`src/design/fscs_pkg.sv`:
```
package fscs_pkg;

    localparam int SLOTS = 32;
    localparam int SW = $clog2(SLOTS);
    localparam int CW = $clog2(SLOTS + 1);

    localparam logic [2:0] MODE_INSERT = 3'd0;
    localparam logic [2:0] MODE_LOOKUP = 3'd1;
    localparam logic [2:0] MODE_DELETE = 3'd2;
    localparam logic [2:0] MODE_EXPAND = 3'd3;
    localparam logic [2:0] MODE_REDUCE = 3'd4;

    localparam logic [1:0] ST_OK      = 2'd0;
    localparam logic [1:0] ST_MISS    = 2'd1;
    localparam logic [1:0] ST_PRESENT = 2'd2;
    localparam logic [1:0] ST_LARGE   = 2'd3;

    localparam logic [31:0] CAP_RESET = 32'd1048576;

    typedef struct packed {
        logic [2:0]  mode;
        logic [31:0] video_id;
        logic [15:0] segment_number;
        logic [23:0] item_size;
        logic [23:0] capacity_delta;
    } cmd_t;

    typedef struct packed {
        logic        is_eviction;
        logic [31:0] evicted_video_id;
        logic [15:0] evicted_segment_number;
        logic [1:0]  status;
        logic [31:0] used_size;
        logic        last;
    } result_t;

    // key search request and answer between sequencer and search unit
    typedef struct packed {
        logic        start;
        logic [31:0] video_id;
        logic [15:0] segment_number;
    } srch_req_t;

    typedef struct packed {
        logic          done;
        logic          found;
        logic [SW-1:0] slot;
    } srch_rsp_t;

endpackage

```
`src/design/fscs_search.sv`:
```
module fscs_search
    import fscs_pkg::*;
(
    input  logic                 clk,
    input  logic                 rst_n,
    input  srch_req_t            req,
    input  logic [SLOTS-1:0]     valid,
    input  logic [31:0]          rd_vid,
    input  logic [15:0]          rd_seg,
    output logic [SW-1:0]        rd_addr,
    output srch_rsp_t            rsp
);

    logic          run_reg, run_next;
    logic [CW-1:0] idx_reg, idx_next;
    logic [CW-1:0] chk_reg, chk_next;
    logic          pend_reg, pend_next;
    logic [31:0]   vid_reg;
    logic [15:0]   seg_reg;
    logic          hit;

    // memory read address is the scan index; the store read data comes back registered
    assign rd_addr = idx_reg[SW-1:0];
    assign hit = pend_reg && valid[chk_reg[SW-1:0]] &&
                 rd_vid == vid_reg && rd_seg == seg_reg;

    always_comb
    begin
        run_next  = run_reg;
        idx_next  = idx_reg;
        chk_next  = idx_reg;
        pend_next = 1'b0;
        rsp.done  = 1'b0;
        rsp.found = 1'b0;
        rsp.slot  = chk_reg[SW-1:0];
        if (req.start)
        begin
            run_next = 1'b1;
            idx_next = '0;
        end
        else if (run_reg)
        begin
            if (hit)
            begin
                rsp.done  = 1'b1;
                rsp.found = 1'b1;
                run_next  = 1'b0;
            end
            else if (idx_reg == CW'(SLOTS))
            begin
                if (!pend_reg)
                begin
                    rsp.done = 1'b1;
                    run_next = 1'b0;
                end
            end
            else
            begin
                pend_next = 1'b1;
                idx_next  = idx_reg + 1'b1;
            end
        end
    end

    always_ff @(posedge clk or negedge rst_n)
    begin
        if (!rst_n)
        begin
            run_reg  <= 1'b0;
            idx_reg  <= '0;
            chk_reg  <= '0;
            pend_reg <= 1'b0;
        end
        else
        begin
            run_reg  <= run_next;
            idx_reg  <= idx_next;
            chk_reg  <= chk_next;
            pend_reg <= pend_next && !req.start;
        end
    end

    always_ff @(posedge clk)
    begin
        if (req.start)
        begin
            vid_reg <= req.video_id;
            seg_reg <= req.segment_number;
        end
    end

endmodule

```
`src/design/fifo_sized_cache_segment.sv`:
```
// channel   | ports                         | handshake
// ----------+-------------------------------+------------------------------
// command   | start, cmd                    | taken when start & !busy
// result    | result_valid, result          | one cycle strobe, no stall
// config    | cfg_we, cfg_data              | written when cfg_we high
//
// lookup, delete and insert scan the key store one slot a cycle through the
// search unit. An eviction runs S_EVCHK, S_EVRD, S_EVOUT, reading the oldest
// entry and moving the oldest pointer. expand runs S_DISP, S_FIN; reduce runs
// S_DISP, S_EVCHK and evictions, S_FIN. busy is high for the whole command.
// reset empties the cache and loads capacity with its reset value.
// results cannot be held off; each word is shown for one cycle only.
module fifo_sized_cache_segment
    import fscs_pkg::*;
(
    input  logic        clk,
    input  logic        rst_n,
    input  logic        start,
    input  cmd_t        cmd,
    output logic        busy,
    output logic        result_valid,
    output result_t     result,
    input  logic        cfg_we,
    input  logic [31:0] cfg_data
);

    localparam logic [3:0] S_IDLE   = 4'd0;
    localparam logic [3:0] S_SRCH   = 4'd1;
    localparam logic [3:0] S_DISP   = 4'd2;
    localparam logic [3:0] S_EVCHK  = 4'd3;
    localparam logic [3:0] S_EVRD   = 4'd4;
    localparam logic [3:0] S_EVOUT  = 4'd5;
    localparam logic [3:0] S_INS    = 4'd6;
    localparam logic [3:0] S_DELRD  = 4'd7;
    localparam logic [3:0] S_DELUPD = 4'd8;
    localparam logic [3:0] S_FIN    = 4'd9;

    // slot store
    logic [31:0]   mem_vid [SLOTS];
    logic [15:0]   mem_seg [SLOTS];
    logic [23:0]   mem_size [SLOTS];
    logic [SW-1:0] mem_newer [SLOTS];
    logic [SW-1:0] mem_older [SLOTS];

    logic [SLOTS-1:0] valid_reg, valid_next;
    logic [SW-1:0]    oldest_reg, oldest_next;
    logic [SW-1:0]    newest_reg, newest_next;
    logic [CW-1:0]    count_reg, count_next;
    logic [31:0]      used_reg, used_next;
    logic [31:0]      cap_reg, cap_next;
    logic [3:0]       state_reg, state_next;
    cmd_t             cmd_reg;
    logic [1:0]       st_reg, st_next;
    logic [SW-1:0]    slot_reg, slot_next;
    logic [CW-1:0]    evn_reg, evn_next;

    logic [SW-1:0] rd_addr;
    logic [31:0]   rd_vid;
    logic [15:0]   rd_seg;
    logic [23:0]   rd_size;
    logic [SW-1:0] rd_newer, rd_older;
    logic [SW-1:0] seq_addr, srch_addr;

    // write ports: entry write, newer link write, older link write
    logic          we_ent;
    logic [SW-1:0] wa_ent;
    logic          we_nw;
    logic [SW-1:0] wa_nw, wd_nw;
    logic          we_ol;
    logic [SW-1:0] wa_ol, wd_ol;

    srch_req_t sreq;
    srch_rsp_t srsp;

    logic          res_v_next;
    result_t       res_next;
    result_t       res_reg;
    logic          resv_reg;
    logic [SW-1:0] free_slot;
    logic [32:0]   need;
    logic [32:0]   capsum;
    logic [31:0]   redcap;
    logic [31:0]   dsz;

    fscs_search u_search (
        .clk     (clk),
        .rst_n   (rst_n),
        .req     (sreq),
        .valid   (valid_reg),
        .rd_vid  (rd_vid),
        .rd_seg  (rd_seg),
        .rd_addr (srch_addr),
        .rsp     (srsp)
    );

    assign rd_addr = (state_reg == S_SRCH) ? srch_addr : seq_addr;

    // store reads registered, writes on clock
    always_ff @(posedge clk)
    begin
        rd_vid   <= mem_vid[rd_addr];
        rd_seg   <= mem_seg[rd_addr];
        rd_size  <= mem_size[rd_addr];
        rd_newer <= mem_newer[rd_addr];
        rd_older <= mem_older[rd_addr];
        if (we_ent)
        begin
            mem_vid[wa_ent]  <= cmd_reg.video_id;
            mem_seg[wa_ent]  <= cmd_reg.segment_number;
            mem_size[wa_ent] <= cmd_reg.item_size;
        end
    end

    always_ff @(posedge clk)
    begin
        if (we_nw)
            mem_newer[wa_nw] <= wd_nw;
    end

    always_ff @(posedge clk)
    begin
        if (we_ol)
            mem_older[wa_ol] <= wd_ol;
    end

    // lowest free slot
    always_comb
    begin
        free_slot = '0;
        for (int i = SLOTS - 1; i >= 0; i--)
            if (!valid_reg[i])
                free_slot = SW'(i);
    end

    assign need   = {1'b0, used_reg} + {9'd0, cmd_reg.item_size};
    assign capsum = {1'b0, cap_reg} + {9'd0, cmd_reg.capacity_delta};
    assign redcap = ({8'd0, cmd_reg.capacity_delta} >= cap_reg) ? 32'd0 :
                    cap_reg - {8'd0, cmd_reg.capacity_delta};
    assign dsz    = ({8'd0, rd_size} <= used_reg) ? {8'd0, rd_size} : used_reg;

    // sequencer
    always_comb
    begin
        state_next  = state_reg;
        valid_next  = valid_reg;
        oldest_next = oldest_reg;
        newest_next = newest_reg;
        count_next  = count_reg;
        used_next   = used_reg;
        cap_next    = cap_reg;
        st_next     = st_reg;
        slot_next   = slot_reg;
        evn_next    = evn_reg;
        seq_addr    = slot_reg;
        sreq.start  = 1'b0;
        sreq.video_id       = cmd_reg.video_id;
        sreq.segment_number = cmd_reg.segment_number;
        we_ent = 1'b0;
        wa_ent = free_slot;
        we_nw  = 1'b0;
        wa_nw  = '0;
        wd_nw  = '0;
        we_ol  = 1'b0;
        wa_ol  = '0;
        wd_ol  = '0;
        res_v_next = 1'b0;
        res_next   = '0;
        case (state_reg)
            S_IDLE:
            begin
                if (start)
                begin
                    st_next  = ST_OK;
                    evn_next = '0;
                    state_next = S_DISP;
                    if (cmd.mode == MODE_INSERT || cmd.mode == MODE_LOOKUP ||
                        cmd.mode == MODE_DELETE)
                        state_next = S_SRCH;
                end
            end
            S_SRCH:
            begin
                if (srsp.done)
                begin
                    slot_next = srsp.slot;
                    state_next = S_FIN;
                    case (cmd_reg.mode)
                        MODE_INSERT:
                        begin
                            if (srsp.found)
                                st_next = ST_PRESENT;
                            else if ({8'd0, cmd_reg.item_size} > cap_reg)
                                st_next = ST_LARGE;
                            else
                                state_next = S_EVCHK;
                        end
                        MODE_LOOKUP:
                            st_next = srsp.found ? ST_OK : ST_MISS;
                        default:
                        begin
                            if (srsp.found)
                                state_next = S_DELRD;
                            else
                                st_next = ST_MISS;
                        end
                    endcase
                end
            end
            S_DISP:
            begin
                state_next = S_FIN;
                if (cmd_reg.mode == MODE_EXPAND)
                    cap_next = capsum[32] ? 32'hFFFF_FFFF : capsum[31:0];
                else if (cmd_reg.mode == MODE_REDUCE)
                begin
                    cap_next = redcap;
                    state_next = S_EVCHK;
                end
            end
            S_EVCHK:
            begin
                // evict oldest while over capacity or slots full
                seq_addr = oldest_reg;
                slot_next = oldest_reg;
                if (count_reg != '0 && evn_reg != CW'(SLOTS) &&
                    ((cmd_reg.mode == MODE_INSERT &&
                      (need > {1'b0, cap_reg} || count_reg == CW'(SLOTS))) ||
                     (cmd_reg.mode == MODE_REDUCE && used_reg > cap_reg)))
                    state_next = S_EVRD;
                else if (cmd_reg.mode == MODE_INSERT)
                    state_next = S_INS;
                else
                    state_next = S_FIN;
            end
            S_EVRD:
            begin
                state_next = S_EVOUT;
            end
            S_EVOUT:
            begin
                valid_next[slot_reg] = 1'b0;
                count_next = count_reg - 1'b1;
                used_next  = used_reg - dsz;
                if (count_reg != CW'(1))
                    oldest_next = rd_newer;
                res_v_next = 1'b1;
                res_next.is_eviction = 1'b1;
                res_next.evicted_video_id = rd_vid;
                res_next.evicted_segment_number = rd_seg;
                res_next.used_size = used_reg - dsz;
                evn_next = evn_reg + 1'b1;
                state_next = S_EVCHK;
            end
            S_INS:
            begin
                we_ent = 1'b1;
                valid_next[free_slot] = 1'b1;
                if (count_reg == '0)
                    oldest_next = free_slot;
                else
                begin
                    we_nw = 1'b1;
                    wa_nw = newest_reg;
                    wd_nw = free_slot;
                    we_ol = 1'b1;
                    wa_ol = free_slot;
                    wd_ol = newest_reg;
                end
                newest_next = free_slot;
                count_next = count_reg + 1'b1;
                used_next  = used_reg + {8'd0, cmd_reg.item_size};
                state_next = S_FIN;
            end
            S_DELRD:
            begin
                state_next = S_DELUPD;
            end
            S_DELUPD:
            begin
                if (count_reg == CW'(1))
                begin
                end
                else if (slot_reg == oldest_reg)
                    oldest_next = rd_newer;
                else if (slot_reg == newest_reg)
                    newest_next = rd_older;
                else
                begin
                    we_nw = 1'b1;
                    wa_nw = rd_older;
                    wd_nw = rd_newer;
                    we_ol = 1'b1;
                    wa_ol = rd_newer;
                    wd_ol = rd_older;
                end
                valid_next[slot_reg] = 1'b0;
                count_next = count_reg - 1'b1;
                used_next  = used_reg - dsz;
                state_next = S_FIN;
            end
            S_FIN:
            begin
                res_v_next = 1'b1;
                res_next.status = st_reg;
                res_next.used_size = used_reg;
                res_next.last = 1'b1;
                state_next = S_IDLE;
            end
            default:
                state_next = S_IDLE;
        endcase
        if (state_reg == S_IDLE && start &&
            (cmd.mode == MODE_INSERT || cmd.mode == MODE_LOOKUP ||
             cmd.mode == MODE_DELETE))
        begin
            sreq.start = 1'b1;
            sreq.video_id = cmd.video_id;
            sreq.segment_number = cmd.segment_number;
        end
        if (cfg_we)
            cap_next = cfg_data;
    end

    always_ff @(posedge clk or negedge rst_n)
    begin
        if (!rst_n)
        begin
            state_reg  <= S_IDLE;
            valid_reg  <= '0;
            oldest_reg <= '0;
            newest_reg <= '0;
            count_reg  <= '0;
            used_reg   <= '0;
            cap_reg    <= CAP_RESET;
            st_reg     <= ST_OK;
            evn_reg    <= '0;
            resv_reg   <= 1'b0;
        end
        else
        begin
            state_reg  <= state_next;
            valid_reg  <= valid_next;
            oldest_reg <= oldest_next;
            newest_reg <= newest_next;
            count_reg  <= count_next;
            used_reg   <= used_next;
            cap_reg    <= cap_next;
            st_reg     <= st_next;
            evn_reg    <= evn_next;
            resv_reg   <= res_v_next;
        end
    end

    // command and result words
    always_ff @(posedge clk)
    begin
        slot_reg <= slot_next;
        res_reg  <= res_next;
        if (state_reg == S_IDLE && start)
            cmd_reg <= cmd;
    end

    assign busy = (state_reg != S_IDLE);
    assign result_valid = resv_reg;
    assign result = res_reg;

endmodule

```
`config.mk`:
```
export PLATFORM = sky130hd
export DESIGN_NAME = fifo_sized_cache_segment
export DESIGN_NICKNAME = d
export VERILOG_FILES = /design/src/design/fscs_pkg.sv /design/src/design/fscs_search.sv /design/src/design/fifo_sized_cache_segment.sv
export SDC_FILE = /design/constraint.sdc
export NUM_CORES = 2
export LEC_CHECK = 0
export BUFFER_PORTS_ARGS = -buffer_cell sky130_fd_sc_hd__buf_4
export CAP_MARGIN = 25
export CORE_ASPECT_RATIO = 0.7
export CORE_MARGIN = 10
export CORE_UTILIZATION = 50
export CTS_CLUSTER_SIZE = 30
export DETAILED_ROUTE_END_ITERATION = 12
export PLACE_DENSITY = 0.69
export SYNTH_ARGS = -nofsm -noshare
export SYNTH_HDL_FRONTEND = slang
export SYNTH_SLANG_ARGS = --single-unit
```
`constraint.sdc`:
```
create_clock -name clk -period 12.83 [get_ports clk]
set_clock_uncertainty 0.1 [all_clocks]
set_input_delay 3.2075 -clock clk [delete_from_list [all_inputs] [get_ports clk]]
set_output_delay 3.2075 -clock clk [all_outputs]
set_load 0.02 [all_outputs]
```
==> run_results.csv <==
group,metric,value,unit
sta,min_period_over_period,52.4,%
floorplanning,core,252000,sq um
synth,synth_compound_area_share,5.25,%
synth,synth_top_area_share,65.9,%
sta,rsz0062_at_grt,"no",
hold_path,hp-start,"u_search.chk_next[1]",
synth,synth_adder_area_share,2.20,%
synth,synth_cells,7076,
synth,synthTopCellsByArea,"edfxtp_1, mux4_2, dfrtp_1, dfxtp_1, ha_1",
power,p_leak,0.0481,uW
layout,fillCellCount,18605,
clock_tree,clk_pin_slew,0.06,ns
synth,synth-simple-area-share,3.93,%
routing,drtAntennaViolNets,0,
worst_setup_path,r2r_slack,6.11,ns
layout,final_cell_count_no_fill,11022,
layout,layout_common_cells,"edfxtp_1, mux4_2, nand2_1",
clock_tree,cts_buffer_depth,4,
power,ir_worst_vdd,0.356,mV
layout,nets,7782,
routing,dr_total_vias,69367,
global_routing,antenna_found_initial,17,
worst_setup_path,required,13.51,ns
global_routing,track_usage,24.0,%
synth,syn-cell-area,127000,sq um
clock_tree,post_cts_buffers,0,
worst_setup_path,start_kind,"flip-flop",
place,pre_cts_ws,6.23,ns
layout,final_common_cell,"edfxtp_1",
floorplanning,die_w,621,microns
routing,drtIter0Drc,8805,
layout,top_regs,"mem_vid: 1024 flops, mem_size: 768 flops, mem_seg: 512 flops",
worst_setup_path,reg2regPathDepth,19,
synth,yosys-mux-area-fraction,14.9,%
worst_setup_path,worstSetupPathType,"flip-flop to flip-flop",
layout,area_delta_synth_final,13.0,%
routing,via_per_inst,6.29,
run,maxCapViolCount,0,
synth,synth_top_family_by_area,"multiplexers",
sta,fin_ws,6.11,ns
power,power_density,239,nW/um^2
synth,synth_ff_type,"edfxtp_1",
clock_tree,cts_tree,"yes",
layout,largest_reg_flops,1024,
hold_path,min_path_cells,0,
sta,clock.fmax,0.149,GHz
global_routing,grt_start_max_net_pins,145,
place,place.port_buffers,220,
global_routing,grt_overflow_total,0,
worst_setup_path,crit_fanout,34,
floorplanning,die_h,441,microns
clock_tree,h-tree-depth,5,
worst_setup_path,critPathArrivalTime,7.40,ns
synth,postSynth.asyncResetShare,4.48,%
sta,setup_violations,0,
routing,avgRoutedWirePerCell,30.5,microns
synth,synthXorXnorAreaFrac,0.823,%
layout,drive_gt1_share,22.8,%
hold_path,hold_class,"flip-flop to flip-flop",
sta,fin_setup_tns,0,ns
routing,drc,0,
global_routing,grt_pass1_wl,485,mm
sta,drv_slew,0,
routing,routed_wl,337,mm
routing,drt_pass1_iterations,6,
synth,yosysSeqAreaShare,71.2,%
worst_setup_path,crit_path_end_kind,"flip-flop",
sta,period_needed,6.72,ns
sta,hold_viol_final,0,
layout,top_register,"mem_vid",
synth,yosysWarnings,0,
clock_tree,clock_sinks,3080,
clock_tree,holdBufCountCts,0,
floorplanning,num_rows,154,
hold_path,min_to,"u_search.chk_reg[1]",
floorplanning,initial_core_util,50.3,%
place,dp_hpwl,190,mm
synth,syn-num-nets,7431,
outcome,status,"finished, final reports clean",
worst_setup_path,r2r-end,"state_reg[1]",
power,power,34200,uW
place,placed_cells,10454,
clock_tree,numCtsBuffers,299,
synth,ys_ff_latch,3080,
clock_tree,cts-root-buf,"clkbuf_16",
sta,tightest_slew,1.21,ns
synth,synth_area_per_cell,17.9,sq um
floorplanning,dieArea,274000,sq um
clock_tree,cts_resized,0,
sta,slew_headroom,19.3,%
synth,synth.distinct_cells,89,
floorplanning,pin_count,221,
sta,fin_hold_ws,0.359,ns
worst_setup_path,rr_startpoint,"cmd_reg[24]",
global_routing,grt_pass1_vias,67814,
synth,synth.largest_area_cell,"edfxtp_1",
synth,synth_enable_flop_cells,2776,
place,gp_congestion,0.896,
clock_tree,worstSkewPairLatency,0.87,ns
## kinds of logic after synthesis
logic type                 Yosys count
adders and majority gates          220
AOI/OAI and AO/OA                 1035
muxes                             1035
DFF                               3080
xor gates and xnor gates           119
buffers and inverters              503
and+or+nand+nor                   1084
## area by class of cell
type | count | area [sq um] | share of cell area, %
multi-input combinational | 3493 | 34700 | 24.3
clock inverter | 142 | 1400 | 0.979
tap | 3354 | 4200 | 2.93
timing repair buffer | 407 | 3880 | 2.71
inverter | 146 | 556 | 0.388
clock buffer | 390 | 8140 | 5.69
antenna | 10 | 25.0 | 0.0175
sequential | 3080 | 90100 | 63.0
## synthesized netlist by cell type (26+ instances only)
master,n
buf_2,150
a221o_1,26
inv_1,145
edfxtp_1,2776
nand2b_1,32
o21ai_1,46
a21o_1,65
nor2_1,306
clkbuf_1,179
o22ai_1,30
nand3_1,38
nor2b_1,27
mux4_2,666
dfrtp_1,137
mux2i_1,196
dfxtp_1,166
a21oi_1,250
xor2_1,40
and2_1,57
xnor2_1,79
o21ai_0,242
mux2_2,171
nand4_1,49
nor3_1,71
a31oi_1,37
o211ai_1,101
nand2_1,397
ha_1,216
## through the flow
stage,utilization [%],area (sq um)
6_report,56.8,143000
5_1_grt,56.8,143000
4_1_cts,56.5,142000
3_5_place_dp,52.7,133000
3_3_place_gp,52.6,132000
2_1_floorplan,-,127000
## where the power goes
part / internal (uW) / switching, uW
clock network: 4970 / 3740
logic: 5700 / 7280
registers: 11800 / 680
total: 22500 / 11700
## metal layers
metal | wire length, microns | global-route usage, %
met5 | 46 | 0
met4 | 10200 | 6.96
met3 | 29700 | 3.82
met2 | 156000 | 37.4
met1 | 140000 | 35.3
## worst max path at each step
stage	from	endpoint	slack [ns]	depth (start not counted)
after CTS	cmd_reg[24]	state_reg[1]	6.22	19
after global routing	cmd_reg[24]	state_reg[1]	5.60	19
after floorplan	start	u_search.seg_reg[0]	3.91	5
final	cmd_reg[24]	state_reg[1]	6.11	19
after detailed placement	cmd_reg[24]	state_reg[1]	6.23	19
after global placement	used_reg[1]	result[29]	6.23	22
## critical path: stages, from the launching register on
cell	delay (ns)
edfxtp_1	0.78
ha_1	0.41
fa_1	0.43
a211oi_1	0.63
o21a_1	0.25
o211ai_1	0.13
a31o_2	0.33
a41o_1	0.33
a221oi_2	0.48
nor3b_1	0.21
nand3_1	0.14
xnor2_1	0.17
ha_1	0.31
a2111oi_0	0.39
nand2_1	0.14
a211o_1	0.29
a2111oi_0	0.38
a211oi_1	0.22
a311o_1	0.41
a21oi_1	0.13
(Power assumes the default switching activity.)
